## src/rtl/rdc_pkg.sv

```systemverilog
// shared types and constants for the radix digit converter
package rdc_pkg;

  localparam int NUMBER_BITS = 32;
  localparam int COUNT_W     = $clog2(NUMBER_BITS + 1);
  localparam int INDEX_W     = $clog2(NUMBER_BITS);
  localparam int DIGIT_W     = 3;
  localparam int BASE_W      = 3;
  localparam int BUFSZ_W     = 8;
  localparam int CHAR_W      = 6;
  localparam int QUEUE_DEPTH = 2;
  localparam int QPTR_W      = $clog2(QUEUE_DEPTH);
  localparam int QFILL_W     = $clog2(QUEUE_DEPTH + 1);

  localparam logic [BASE_W-1:0] BASE_MIN = 3'd2;
  localparam logic [BASE_W-1:0] BASE_MAX = 3'd5;
  localparam logic [BASE_W-1:0] BASE_2   = 3'd2;
  localparam logic [BASE_W-1:0] BASE_3   = 3'd3;
  localparam logic [BASE_W-1:0] BASE_4   = 3'd4;
  localparam logic [BASE_W-1:0] BASE_5   = 3'd5;

  // reciprocal constants, exact for every 32-bit dividend
  localparam logic [NUMBER_BITS-1:0] RECIP_3 = 32'hAAAA_AAAB;
  localparam logic [NUMBER_BITS-1:0] RECIP_5 = 32'hCCCC_CCCD;
  localparam int SHIFT_3 = 33;
  localparam int SHIFT_5 = 34;

  localparam logic [CHAR_W-1:0] ASCII_ZERO = 6'd48;
  localparam logic [CHAR_W-1:0] ASCII_MAX  = 6'd52;

  typedef enum logic [1:0] {
    STATUS_OK       = 2'd0,
    STATUS_BAD_BASE = 2'd1,
    STATUS_OVERFLOW = 2'd2
  } status_e;

  typedef struct packed {
    logic [NUMBER_BITS-1:0] number;
    logic [BASE_W-1:0]      base;
    logic [BUFSZ_W-1:0]     buffer_size;
    logic                   bad_base;
  } cmd_t;

endpackage

```

## src/rtl/rdc_front.sv

```systemverilog
// front end: accepts requests, checks the base and queues them for the back end
module rdc_front import rdc_pkg::*; (
  input  logic                   clk_i,
  input  logic                   rst_ni,
  input  logic                   in_valid_i,
  output logic                   in_ready_o,
  input  logic [NUMBER_BITS-1:0] number_i,
  input  logic [BASE_W-1:0]      base_i,
  input  logic [BUFSZ_W-1:0]     buffer_size_i,
  output logic                   cmd_valid_o,
  input  logic                   cmd_ready_i,
  output cmd_t                   cmd_o
);

  cmd_t               slot_q [QUEUE_DEPTH];
  logic [QPTR_W-1:0]  wr_ptr_q, wr_ptr_d;
  logic [QPTR_W-1:0]  rd_ptr_q, rd_ptr_d;
  logic [QFILL_W-1:0] fill_q, fill_d;
  logic               push, pop;
  cmd_t               cmd_in;

  always_comb begin
    cmd_in.number      = number_i;
    cmd_in.base        = base_i;
    cmd_in.buffer_size = buffer_size_i;
    cmd_in.bad_base    = (base_i < BASE_MIN) || (base_i > BASE_MAX);
  end

  assign in_ready_o  = (fill_q != QFILL_W'(QUEUE_DEPTH));
  assign cmd_valid_o = (fill_q != '0);
  assign cmd_o       = slot_q[rd_ptr_q];
  assign push        = in_valid_i && in_ready_o;
  assign pop         = cmd_valid_o && cmd_ready_i;

  always_comb begin
    wr_ptr_d = wr_ptr_q;
    rd_ptr_d = rd_ptr_q;
    fill_d   = fill_q;
    if (push) begin
      wr_ptr_d = wr_ptr_q + QPTR_W'(1);
    end
    if (pop) begin
      rd_ptr_d = rd_ptr_q + QPTR_W'(1);
    end
    if (push && !pop) begin
      fill_d = fill_q + QFILL_W'(1);
    end else if (pop && !push) begin
      fill_d = fill_q - QFILL_W'(1);
    end
  end

  always_ff @(posedge clk_i or negedge rst_ni) begin
    if (!rst_ni) begin
      wr_ptr_q <= '0;
      rd_ptr_q <= '0;
      fill_q   <= '0;
    end else begin
      wr_ptr_q <= wr_ptr_d;
      rd_ptr_q <= rd_ptr_d;
      fill_q   <= fill_d;
    end
  end

  always_ff @(posedge clk_i) begin
    if (push) begin
      slot_q[wr_ptr_q] <= cmd_in;
    end
  end

endmodule

```

## src/rtl/rdc_back.sv

```systemverilog
// back end: digit extraction, digit store and result register
module rdc_back import rdc_pkg::*; (
  input  logic               clk_i,
  input  logic               rst_ni,
  input  logic               cmd_valid_i,
  output logic               cmd_ready_o,
  input  cmd_t               cmd_i,
  output logic               out_valid_o,
  input  logic               out_ready_i,
  output logic [CHAR_W-1:0]  digit_char_o,
  output logic               has_digit_o,
  output logic [1:0]         status_o,
  output logic               last_o
);

  typedef enum logic [3:0] {
    ST_IDLE   = 4'b0001,
    ST_DIV    = 4'b0010,
    ST_EMIT   = 4'b0100,
    ST_REPORT = 4'b1000
  } state_e;

  state_e                 state_q, state_d;
  logic [NUMBER_BITS-1:0] rem_q, rem_d;
  logic [BASE_W-1:0]      base_q, base_d;
  logic [BUFSZ_W-1:0]     bufsz_q, bufsz_d;
  logic [COUNT_W-1:0]     count_q, count_d;
  logic [INDEX_W-1:0]     idx_q, idx_d;
  status_e                err_q, err_d;
  logic [DIGIT_W-1:0]     store_q [NUMBER_BITS];
  logic [DIGIT_W-1:0]     store_rd_q;

  logic                   out_valid_q, out_valid_d;
  logic [CHAR_W-1:0]      char_q, char_d;
  logic                   has_q, has_d;
  status_e                stat_q, stat_d;
  logic                   last_q, last_d;

  logic [2*NUMBER_BITS-1:0] prod;
  logic [NUMBER_BITS-1:0]   quo;
  logic [DIGIT_W-1:0]       digit;
  logic [COUNT_W-1:0]       next_count;
  logic                     out_free;
  logic                     store_we;

  assign out_free = !out_valid_q || out_ready_i;

  // one multiplier, constant picked by base
  assign prod = (2*NUMBER_BITS)'(rem_q) *
                (2*NUMBER_BITS)'((base_q == BASE_5) ? RECIP_5 : RECIP_3);

  always_comb begin
    case (base_q)
      BASE_2:  quo = rem_q >> 1;
      BASE_4:  quo = rem_q >> 2;
      BASE_3:  quo = NUMBER_BITS'(prod >> SHIFT_3);
      BASE_5:  quo = NUMBER_BITS'(prod >> SHIFT_5);
      default: quo = rem_q >> 1;
    endcase
  end

  assign digit      = DIGIT_W'(rem_q[DIGIT_W-1:0] - DIGIT_W'(quo[DIGIT_W-1:0] * base_q));
  assign next_count = count_q + COUNT_W'(1);

  always_comb begin
    state_d     = state_q;
    rem_d       = rem_q;
    base_d      = base_q;
    bufsz_d     = bufsz_q;
    count_d     = count_q;
    idx_d       = idx_q;
    err_d       = err_q;
    out_valid_d = out_valid_q && !out_ready_i;
    char_d      = char_q;
    has_d       = has_q;
    stat_d      = stat_q;
    last_d      = last_q;
    cmd_ready_o = 1'b0;
    store_we    = 1'b0;
    unique case (state_q)
      ST_IDLE: begin
        cmd_ready_o = 1'b1;
        if (cmd_valid_i) begin
          rem_d   = cmd_i.number;
          base_d  = cmd_i.base;
          bufsz_d = cmd_i.buffer_size;
          count_d = '0;
          err_d   = STATUS_BAD_BASE;
          state_d = cmd_i.bad_base ? ST_REPORT : ST_DIV;
        end
      end
      ST_DIV: begin
        store_we = 1'b1;
        rem_d    = quo;
        count_d  = next_count;
        if (quo == '0) begin
          idx_d = count_q[INDEX_W-1:0];
          if ((BUFSZ_W'(next_count) + BUFSZ_W'(1)) > bufsz_q) begin
            err_d   = STATUS_OVERFLOW;
            state_d = ST_REPORT;
          end else begin
            state_d = ST_EMIT;
          end
        end
      end
      ST_EMIT: begin
        if (out_free) begin
          out_valid_d = 1'b1;
          char_d      = ASCII_ZERO + CHAR_W'(store_rd_q);
          has_d       = 1'b1;
          stat_d      = STATUS_OK;
          last_d      = (idx_q == '0);
          idx_d       = idx_q - INDEX_W'(1);
          if (idx_q == '0) begin
            state_d = ST_IDLE;
          end
        end
      end
      ST_REPORT: begin
        if (out_free) begin
          out_valid_d = 1'b1;
          char_d      = '0;
          has_d       = 1'b0;
          stat_d      = err_q;
          last_d      = 1'b1;
          state_d     = ST_IDLE;
        end
      end
      default: state_d = ST_IDLE;
    endcase
  end

  always_ff @(posedge clk_i or negedge rst_ni) begin
    if (!rst_ni) begin
      state_q     <= ST_IDLE;
      out_valid_q <= 1'b0;
      rem_q       <= '0;
      count_q     <= '0;
    end else begin
      state_q     <= state_d;
      out_valid_q <= out_valid_d;
      rem_q       <= rem_d;
      count_q     <= count_d;
    end
  end

  always_ff @(posedge clk_i) begin
    base_q  <= base_d;
    bufsz_q <= bufsz_d;
    idx_q   <= idx_d;
    err_q   <= err_d;
    char_q  <= char_d;
    has_q   <= has_d;
    stat_q  <= stat_d;
    last_q  <= last_d;
    if (store_we) begin
      store_q[count_q[INDEX_W-1:0]] <= digit;
    end
    // read ahead at the next index, the digit being written passes straight through
    if (store_we && (idx_d == count_q[INDEX_W-1:0])) begin
      store_rd_q <= digit;
    end else begin
      store_rd_q <= store_q[idx_d];
    end
  end

  assign out_valid_o  = out_valid_q;
  assign digit_char_o = char_q;
  assign has_digit_o  = has_q;
  assign status_o     = stat_q;
  assign last_o       = last_q;

endmodule

```

## src/rtl/radix_digit_converter.sv

```systemverilog
// top level of the radix digit converter
// Converts a 32-bit unsigned number to ASCII digits in base 2 to 5, most
// significant first, one digit per output transfer, the last one flagged.
// Zero gives the single digit '0'. A base outside 2..5 gives one result
// with status invalid base; a digit string that does not fit buffer_size
// with its terminator gives one result with status buffer overflow. A
// two-entry request queue lets new requests be taken while a conversion
// runs. The back end handles one conversion at a time: it pops a request,
// divides it down into the digit store, one digit per divide step (a
// shift for base 2 and 4, a reciprocal multiply for base 3 and 5), then
// sends the digits out of the digit store, most significant first.
module radix_digit_converter import rdc_pkg::*; (
  input  logic                   clk_i,
  input  logic                   rst_ni,
  input  logic                   in_valid_i,
  output logic                   in_ready_o,
  input  logic [NUMBER_BITS-1:0] number_i,
  input  logic [BASE_W-1:0]      base_i,
  input  logic [BUFSZ_W-1:0]     buffer_size_i,
  output logic                   out_valid_o,
  input  logic                   out_ready_i,
  output logic [CHAR_W-1:0]      digit_char_o,
  output logic                   has_digit_o,
  output logic [1:0]             status_o,
  output logic                   last_o
);

  logic cmd_valid;
  logic cmd_ready;
  cmd_t cmd;

  rdc_front u_front (
    .clk_i         (clk_i),
    .rst_ni        (rst_ni),
    .in_valid_i    (in_valid_i),
    .in_ready_o    (in_ready_o),
    .number_i      (number_i),
    .base_i        (base_i),
    .buffer_size_i (buffer_size_i),
    .cmd_valid_o   (cmd_valid),
    .cmd_ready_i   (cmd_ready),
    .cmd_o         (cmd)
  );

  rdc_back u_back (
    .clk_i        (clk_i),
    .rst_ni       (rst_ni),
    .cmd_valid_i  (cmd_valid),
    .cmd_ready_o  (cmd_ready),
    .cmd_i        (cmd),
    .out_valid_o  (out_valid_o),
    .out_ready_i  (out_ready_i),
    .digit_char_o (digit_char_o),
    .has_digit_o  (has_digit_o),
    .status_o     (status_o),
    .last_o       (last_o)
  );

endmodule

```

## config.mk

```make
export PLATFORM = sky130hd
export DESIGN_NAME = radix_digit_converter
export DESIGN_NICKNAME = d
export VERILOG_FILES = /design/src/rtl/rdc_pkg.sv /design/src/rtl/rdc_front.sv /design/src/rtl/rdc_back.sv /design/src/rtl/radix_digit_converter.sv
export SDC_FILE = /design/constraint.sdc
export NUM_CORES = 2
export LEC_CHECK = 0
export BUFFER_PORTS_ARGS = -buffer_cell sky130_fd_sc_hd__buf_2
export CORE_ASPECT_RATIO = 1.5
export CORE_MARGIN = 10
export CORE_UTILIZATION = 50
export CTS_CLUSTER_SIZE = 8
export DETAILED_ROUTE_END_ITERATION = 10
export PLACE_DENSITY = 0.66
export SYNTH_ARGS = -nofsm -noshare
export SYNTH_HDL_FRONTEND = slang
export SYNTH_SLANG_ARGS = --single-unit
```

## constraint.sdc

```tcl
create_clock -name clk_i -period 13.65 [get_ports clk_i]
set_clock_uncertainty 0.15 [all_clocks]
set_input_delay 2.0475 -clock clk_i [delete_from_list [all_inputs] [get_ports clk_i]]
set_output_delay 2.0475 -clock clk_i [all_outputs]
set_load 0.01 [all_outputs]
```

# Word-level counts from Yosys, hierarchy flattened

Memories as Yosys holds them, arrays and structs flattened. A register that Yosys moved wholly into a read port is not among the register bits.
Index checks and enable logic that the tools add are counted.

Add/sub/neg operators: 9
$mul: 2
$lt $le $gt $ge: 3
Equality and inequality tests: 14
Mux-type cells: 42
Reduce and logical (&&, ||, !) cells: 23

Operator list:

| operator            | number |
|---|---|
| $pmux 31 s3         | 1 |
| $mul 32x64->64      | 1 |
| $pmux 32 s2         | 1 |
| $logic_not 32->1    | 1 |
| $mux 32             | 1 |
| $mux 31             | 1 |
| $mux 4              | 7 |
| $pmux 6 s2          | 2 |
| $mux 6              | 3 |
| $pmux 4 s4          | 1 |
| $mux 2              | 7 |
| $mux 1              | 11 |
| $mux 5              | 2 |
| $ne 2x1->1 const B  | 5 |
| $pmux 5 s2          | 1 |
| $gt 8x8->1          | 1 |
| $pmux 2 s2          | 2 |
| $reduce_bool 2->1   | 4 |
| $add 6x1->7 const B | 1 |
| $add 5x4->6 const A | 1 |
| $add 6x1->6 const B | 1 |
| $eq 3x3->1 const B  | 2 |
| $logic_and 1x1->1   | 5 |
| $logic_not 5->1     | 1 |
| other kinds (22)    | 30 |

Flip-flop bits (word level): 75
Bits in writable memories: 184
Bits of input ports: 47
Output and inout port bits: 12
Memories kept: 2

Memory list:

| name           | words | bits a word | read ports | clocked after memory_dff | write ports | line            | text |
|---|---|---|---|---|---|---|---|
| u_back.store_q | 32    | 3           | 1          | 1                        | 1           | rdc_back.sv:30  | `logic [DIGIT_W-1:0] store_q [NUMBER_BITS];` |
| u_front.slot_q | 2     | 44          | 1          | 0                        | 1           | rdc_front.sv:15 | `cmd_t slot_q [QUEUE_DEPTH];` |

# Longest topological paths before layout

Word-level depth: 7
Mapped depth: 40
Depth with buffers taken out: 35

# Hierarchy

A second synthesis with hierarchy kept.

Cell total of the unflattened synthesis: 3,322
Area total of the unflattened synthesis: 34,996.1 µm²

Modules (own cells, without submodules):

| module    | instances | cells an instance | area an instance (µm²) | sequential area each (µm²) |
|---|---|---|---|---|
| rdc_back  | 1         | 3,166             | 31,417.6               | 4,740.8 |
| rdc_front | 1         | 156               | 3,578.4                | 2,742.6 |

# Least setup slack after synthesis

OpenSTA, ideal clock, no wires.

Path type: reg-to-reg
Start point: register u_back.base_q[1]
End point: memory u_back.store_q[0][2], data pin
Setup time: 0.387 ns
Arrival: 10.373 ns
Slack: 2.740 ns
Cell stages (with the launch flop): 38
Path buffers: 6
Cell sequence: edfxtp_1 buf_2 nand3b_1 buf_2 clkbuf_1 clkbuf_1 clkbuf_1 buf_1 nor2_1 ha_1 inv_1 fa_1 inv_1 fa_1 inv_1 fa_1 inv_1 fa_1 (+2 left out) inv_1 fa_1 inv_1 ha_1 nand2_1 or3_1 or4_1 a2111oi_0 nor3_1 a31oi_1 and2_1 ha_1 inv_1 fa_1 xnor2_1 xnor2_1 xnor2_1 xnor2_1

Word-level cells in the longest chain between the ends: 6
Elaborated cells between the ends (all ways): 8
Those cells by class: add/sub: 1; mul: 2; eq/ne: 3; mux: 2

Ends and longest elaborated chain:

| item                     | line                           | text |
|---|---|---|
| start: declaration       | rdc_back.sv:25                 | `logic [BASE_W-1:0] base_q, base_d;` |
| start signal: assignment | rdc_back.sv:148                | `base_q <= base_d;` |
| $eq 3x3->1               | rdc_back.sv:50, rdc_back.sv:53 |  |
| $mux 31                  | rdc_back.sv:50                 | `(2*NUMBER_BITS)'((base_q == BASE_5) ? RECIP_5 : RECIP_3);` |
| $mul 32x64->64           | rdc_back.sv:49                 | `assign prod = (2*NUMBER_BITS)'(rem_q) *` |
| $pmux 31 s3              | rdc_back.sv:53                 | `case (base_q)` |
| $mul 3x3->3 (*)          | rdc_back.sv:62                 | `assign digit = DIGIT_W'(rem_q[DIGIT_W-1:0] - DIGIT_W'(quo[DIGIT_W-1:0] * base_q));` |
| $sub 3x3->3 (*)          | rdc_back.sv:62                 |  |
| net u_back.digit[2]      | rdc_back.sv:41                 | `logic [DIGIT_W-1:0] digit;` |
| end: declaration         | rdc_back.sv:30                 |  |

The timed path passes the listed nets; every way through them passes the cells marked *.

# Worst setup path in the final report

Start point: register u_back.base_q[1]
End point: register u_back.idx_q[2] (enable)

Word-level cells in the longest chain between the ends: 7
Elaborated cells between the ends (all ways): 9
Those cells by class: mul: 1; eq/ne: 3; mux: 4; reduce/logical: 1

Ends and longest elaborated chain:

| item                   | line                           | text |
|---|---|---|
| $eq 3x3->1             | rdc_back.sv:50, rdc_back.sv:53 |  |
| $mux 31                | rdc_back.sv:50                 |  |
| $mul 32x64->64         | rdc_back.sv:49                 |  |
| $pmux 31 s3 (*)        | rdc_back.sv:53                 |  |
| $logic_not 32->1 (*)   | rdc_back.sv:96                 | `if (quo == '0) begin` |
| $mux 5 (*)             | rdc_back.sv:96                 |  |
| $pmux 5 s2 (*)         | rdc_back.sv:80                 | `unique case (state_q)` |
| end signal: assignment | rdc_back.sv:150                | `idx_q <= idx_d;` |
| end: declaration       | rdc_back.sv:28                 | `logic [INDEX_W-1:0] idx_q, idx_d;` |

Every way passes the cells marked *; elsewhere a longest branch is shown, timed or not.
A chain may end at the register's enable or synchronous reset.

==> results by stage <==
Status:
- The run finished with clean final reports.

Yosys:
- Synthesis produced 2601 cells.
- The count of flip-flops with a built-in enable after synthesis is 210.
- Among all flip-flop cells after synthesis, the most frequent one is edfxtp_1.
- Of the synthesized area, sequential elements account for 0.275.
- After synthesis the cells add up to 0.0272 sq mm.
- Counting flops and latches in the post-synthesis netlist gives 257.
- The average size of a mapped cell is 10.5 sq um.
- Counting flops with an async set or reset pin after synthesis yields a share of 0.183.
- The count of different cell masters after synthesis is 80.
- During synthesis, Yosys emitted a total of 0 warnings.

CTS:
- The maximum clock path buffer count is 3.
- TritonCTS built the clock tree.
- Clock tree synthesis found a total of 257 sinks.
- The root buffer cell chosen for the clock tree is clkbuf_16.
- The post-cts resize count is 0.
- Once the clock tree was built, the setup fixing pass inserted 0 buffers.
- The number of hold buffers added after cts is 0.
- The number of levels the H-tree was split into is 2.
- The later pin in the worst-skew pair is clocked with a latency of 0.53 ns.
- The number of buffers inserted during clock tree synthesis is 38.
- Clock-pin slew was measured on the worst setup and hold paths at 0.05 ns.

Placement:
- The weighted congestion reported at the end of routability-driven placement is 1.04.
- The final HPWL from detailed placement is 72.7 mm.
- Timing analysis after detailed placement gives a worst setup slack of 2.08 ns.
- Once placement finished, the instance area stood at 0.0282 sq mm.
- During placement, the flow inserted port buffers numbering 57.

Detailed routing:
- The detail-routed via count per cell is 5.93.
- Dividing the detail-routed wire length by the instance count gives 25.6 um.
- The DRC marker count from the first detailed-route iteration is 1429.
- The count of unresolved DRC violations after routing is 0.
- The post-route antenna net violation count is 0.
- The first detailed-routing pass ran for 6 iterations.
- The number of vias after detailed routing is 19800.
- The routed wire length is 85.4 mm.

Setup path:
- At the worst endpoint, the required time is 13.66 ns.
- The worst-path maximum fanout is 30.
- The category of the worst setup path capture point is a flop.
- The worst register-to-register path begins at u_back.base_q[1].
- The largest single stage delay on the critical path is 1.03 ns.
- Counting stages on the worst path, the most repeated cell is fa_1.
- Tracing the worst setup path back leads to its startpoint at u_back.base_q[1].
- The slowest stage cell on the critical path is a221oi_1.
- The critical path in this run is classified as flop to flop.
- The critical path data arrival time is 11.76 ns.
- The critical path startpoint category is a flop.

Timing:
- The aggregate negative setup slack is 0 ns.
- Setup repair after global routing left no endpoint under its margin.
- The number of pins exceeding their max-slew limit in the final report is 0.
- The slew of the pin with the lowest slew margin is 1.36 ns.
- Static timing analysis puts the maximum clock frequency at 85.1 MHz.
- The portion of the clock cycle consumed by the worst path in the final layout is 0.861.
- The hold violation count in the final report is 0.
- The time the worst path needs with I/O delays and setup is 11.75 ns.
- The final critical-path setup slack is 1.90 ns.
- The relative max-transition margin is 0.0950.
- The final-report setup violation count is 0.

GRT:
- The total routing resource utilization after global routing is 0.270.
- The first-pass GRT wire length is 131 mm.
- After global routing the overflow that remains totals 0.
- The via count of the first global-routing pass came to 21700.
- The initial antenna violation count was 1.
- The pin count of the biggest net entering global routing is 56.

Final layout:
- Once layout is done, the placed cells without fillers occupy 0.0293 sq mm.
- The signed area change from the synthesized netlist to the final layout is 7.66%.
- The post-layout net count is 3310.
- Of the cells placed in the final design, the portion with a size suffix greater than 1 is 0.0694.
- Leaving out fill and tap cells, the most frequent cells in the layout are 435 x inv_1, 324 x fa_1, 308 x ha_1, 210 x edfxtp_1, 199 x nand2_1.
- Counting the fill cells in the layout gives 4718.
- The diode insertion count for antenna repair is 0.
- The commonest non-fill, non-tap cell in the layout is inv_1.

Die:
- The height of the chip is 306 um.
- In this run the horizontal extent of the chip is 210 um.
- The area inside the core boundary is 0.0537 sq mm.
- The floorplan die area is 0.0643 sq mm.
- For this design the top-level I/O count stands at 59.
- The initial utilization of the core area, before any placement, comes to 0.506.
- The number of core rows is 104.

Worst hold path:
- The type of the most critical hold path is flop to flop.
- The worst hold path begins at u_front.fill_q[1].

Job:
- Across the run, the number of max-cap violations was 0.
through the flow:
step	instances	hold WS, ns	utilization
global route	3342	0.395	0.545
detailed placement	3279	0.350	0.524
finish	3342	0.359	0.545
CTS	3341	0.354	0.545
floorplan	2616	0.302	-
global placement	3279	0.337	0.524
sequential cells by signal, indices dropped and copies added (netlist names), 2 cells and up:
name / count
u_back.store_q: 96
u_back.err_q: 2
u_back.idx_q: 5
u_front.fill_q: 2
u_back.base_q: 3
u_back.state_q: 4
u_back.rem_q: 32
u_back.count_q: 6
u_back.bufsz_q: 8
u_back.digit_char_o: 4
u_back.status_o: 2
u_front.slot_q: 88
layer usage:
metal	vias to the layer above	wire length [um]	global-route usage
met2	690	44500	0.488
met5	-	0	0
met4	0	7210	0.191
met1	9936	29800	0.291
li1	8956	-	-
met3	241	3940	0.0262
path summary, 6_finish.rpt:
check | slack (ns) | to | depth (start not counted)
max | 1.90 | u_back.idx_q[2] | 28
min | 0.36 | u_back.state_q[0] | 1
max reg2reg | 1.90 | u_back.idx_q[2] | 28
min reg2reg | 0.36 | u_back.state_q[0] | 1
max in group asynchronous | 11.41 | u_back.rem_q[10] | 2
min in group asynchronous | 1.48 | u_front.rd_ptr_q | 2
cells in the mapped netlist (10+ instances only):
master | instances | area [sq um]
a211oi_1 | 14 | 105
a21o_1 | 17 | 128
a21oi_1 | 128 | 641
a22oi_1 | 12 | 90.1
and2_1 | 40 | 250
clkbuf_1 | 84 | 315
dfrtp_1 | 46 | 1150
edfxtp_1 | 210 | 6310
fa_1 | 324 | 6490
ha_1 | 308 | 3850
inv_1 | 435 | 1630
mux2_2 | 11 | 124
mux2i_1 | 43 | 430
mux4_2 | 30 | 676
nand2_1 | 199 | 747
nand2b_1 | 11 | 68.8
nand3_1 | 44 | 220
nand4_1 | 49 | 307
nor2_1 | 149 | 559
nor2b_1 | 11 | 68.8
nor3_1 | 27 | 135
o211ai_1 | 17 | 128
o21ai_0 | 107 | 536
o21ai_1 | 10 | 50.1
o221ai_1 | 17 | 149
o31ai_1 | 11 | 82.6
or3_1 | 15 | 93.8
xnor2_1 | 41 | 359
xor2_1 | 18 | 158
critical path: cells and delay by family (launching register included):
family | cells | cell delay [ns]
and+or+nand+nor | 4 | 1.60
buffers and inverters | 5 | 0.80
adders and majority gates | 9 | 4.43
DFF | 1 | 0.52
xor gates and xnor gates | 1 | 0.42
AOI/OAI and AO/OA | 9 | 3.41
cell type report:
class / count / area [sq um] / share of cell area
timing repair buffer: 74 / 420 / 0.0144
tap: 689 / 862 / 0.0294
clock buffer: 59 / 1050 / 0.0359
multi-input combinational: 1822 / 17800 / 0.607
clock inverter: 3 / 37.5 / 0.00128
sequential: 257 / 7480 / 0.256
inverter: 438 / 1640 / 0.0561
cell families after synthesis:
group / count (synthesis) / share of synthesized area
multiplexers: 84 / 0.0452
flip-flops: 257 / 0.275
adder cells (fa/ha/maj): 632 / 0.380
AO/OA/AOI/OAI: 432 / 0.101
XOR/XNOR: 59 / 0.0190
AND/OR/NAND/NOR: 598 / 0.105
buffers and inverters: 537 / 0.0747
other: 2 / 0.000276
Power is left out: the tool's default activity adds up to more than one toggle a clock period on the data nets, which glitch-free logic cannot reach.
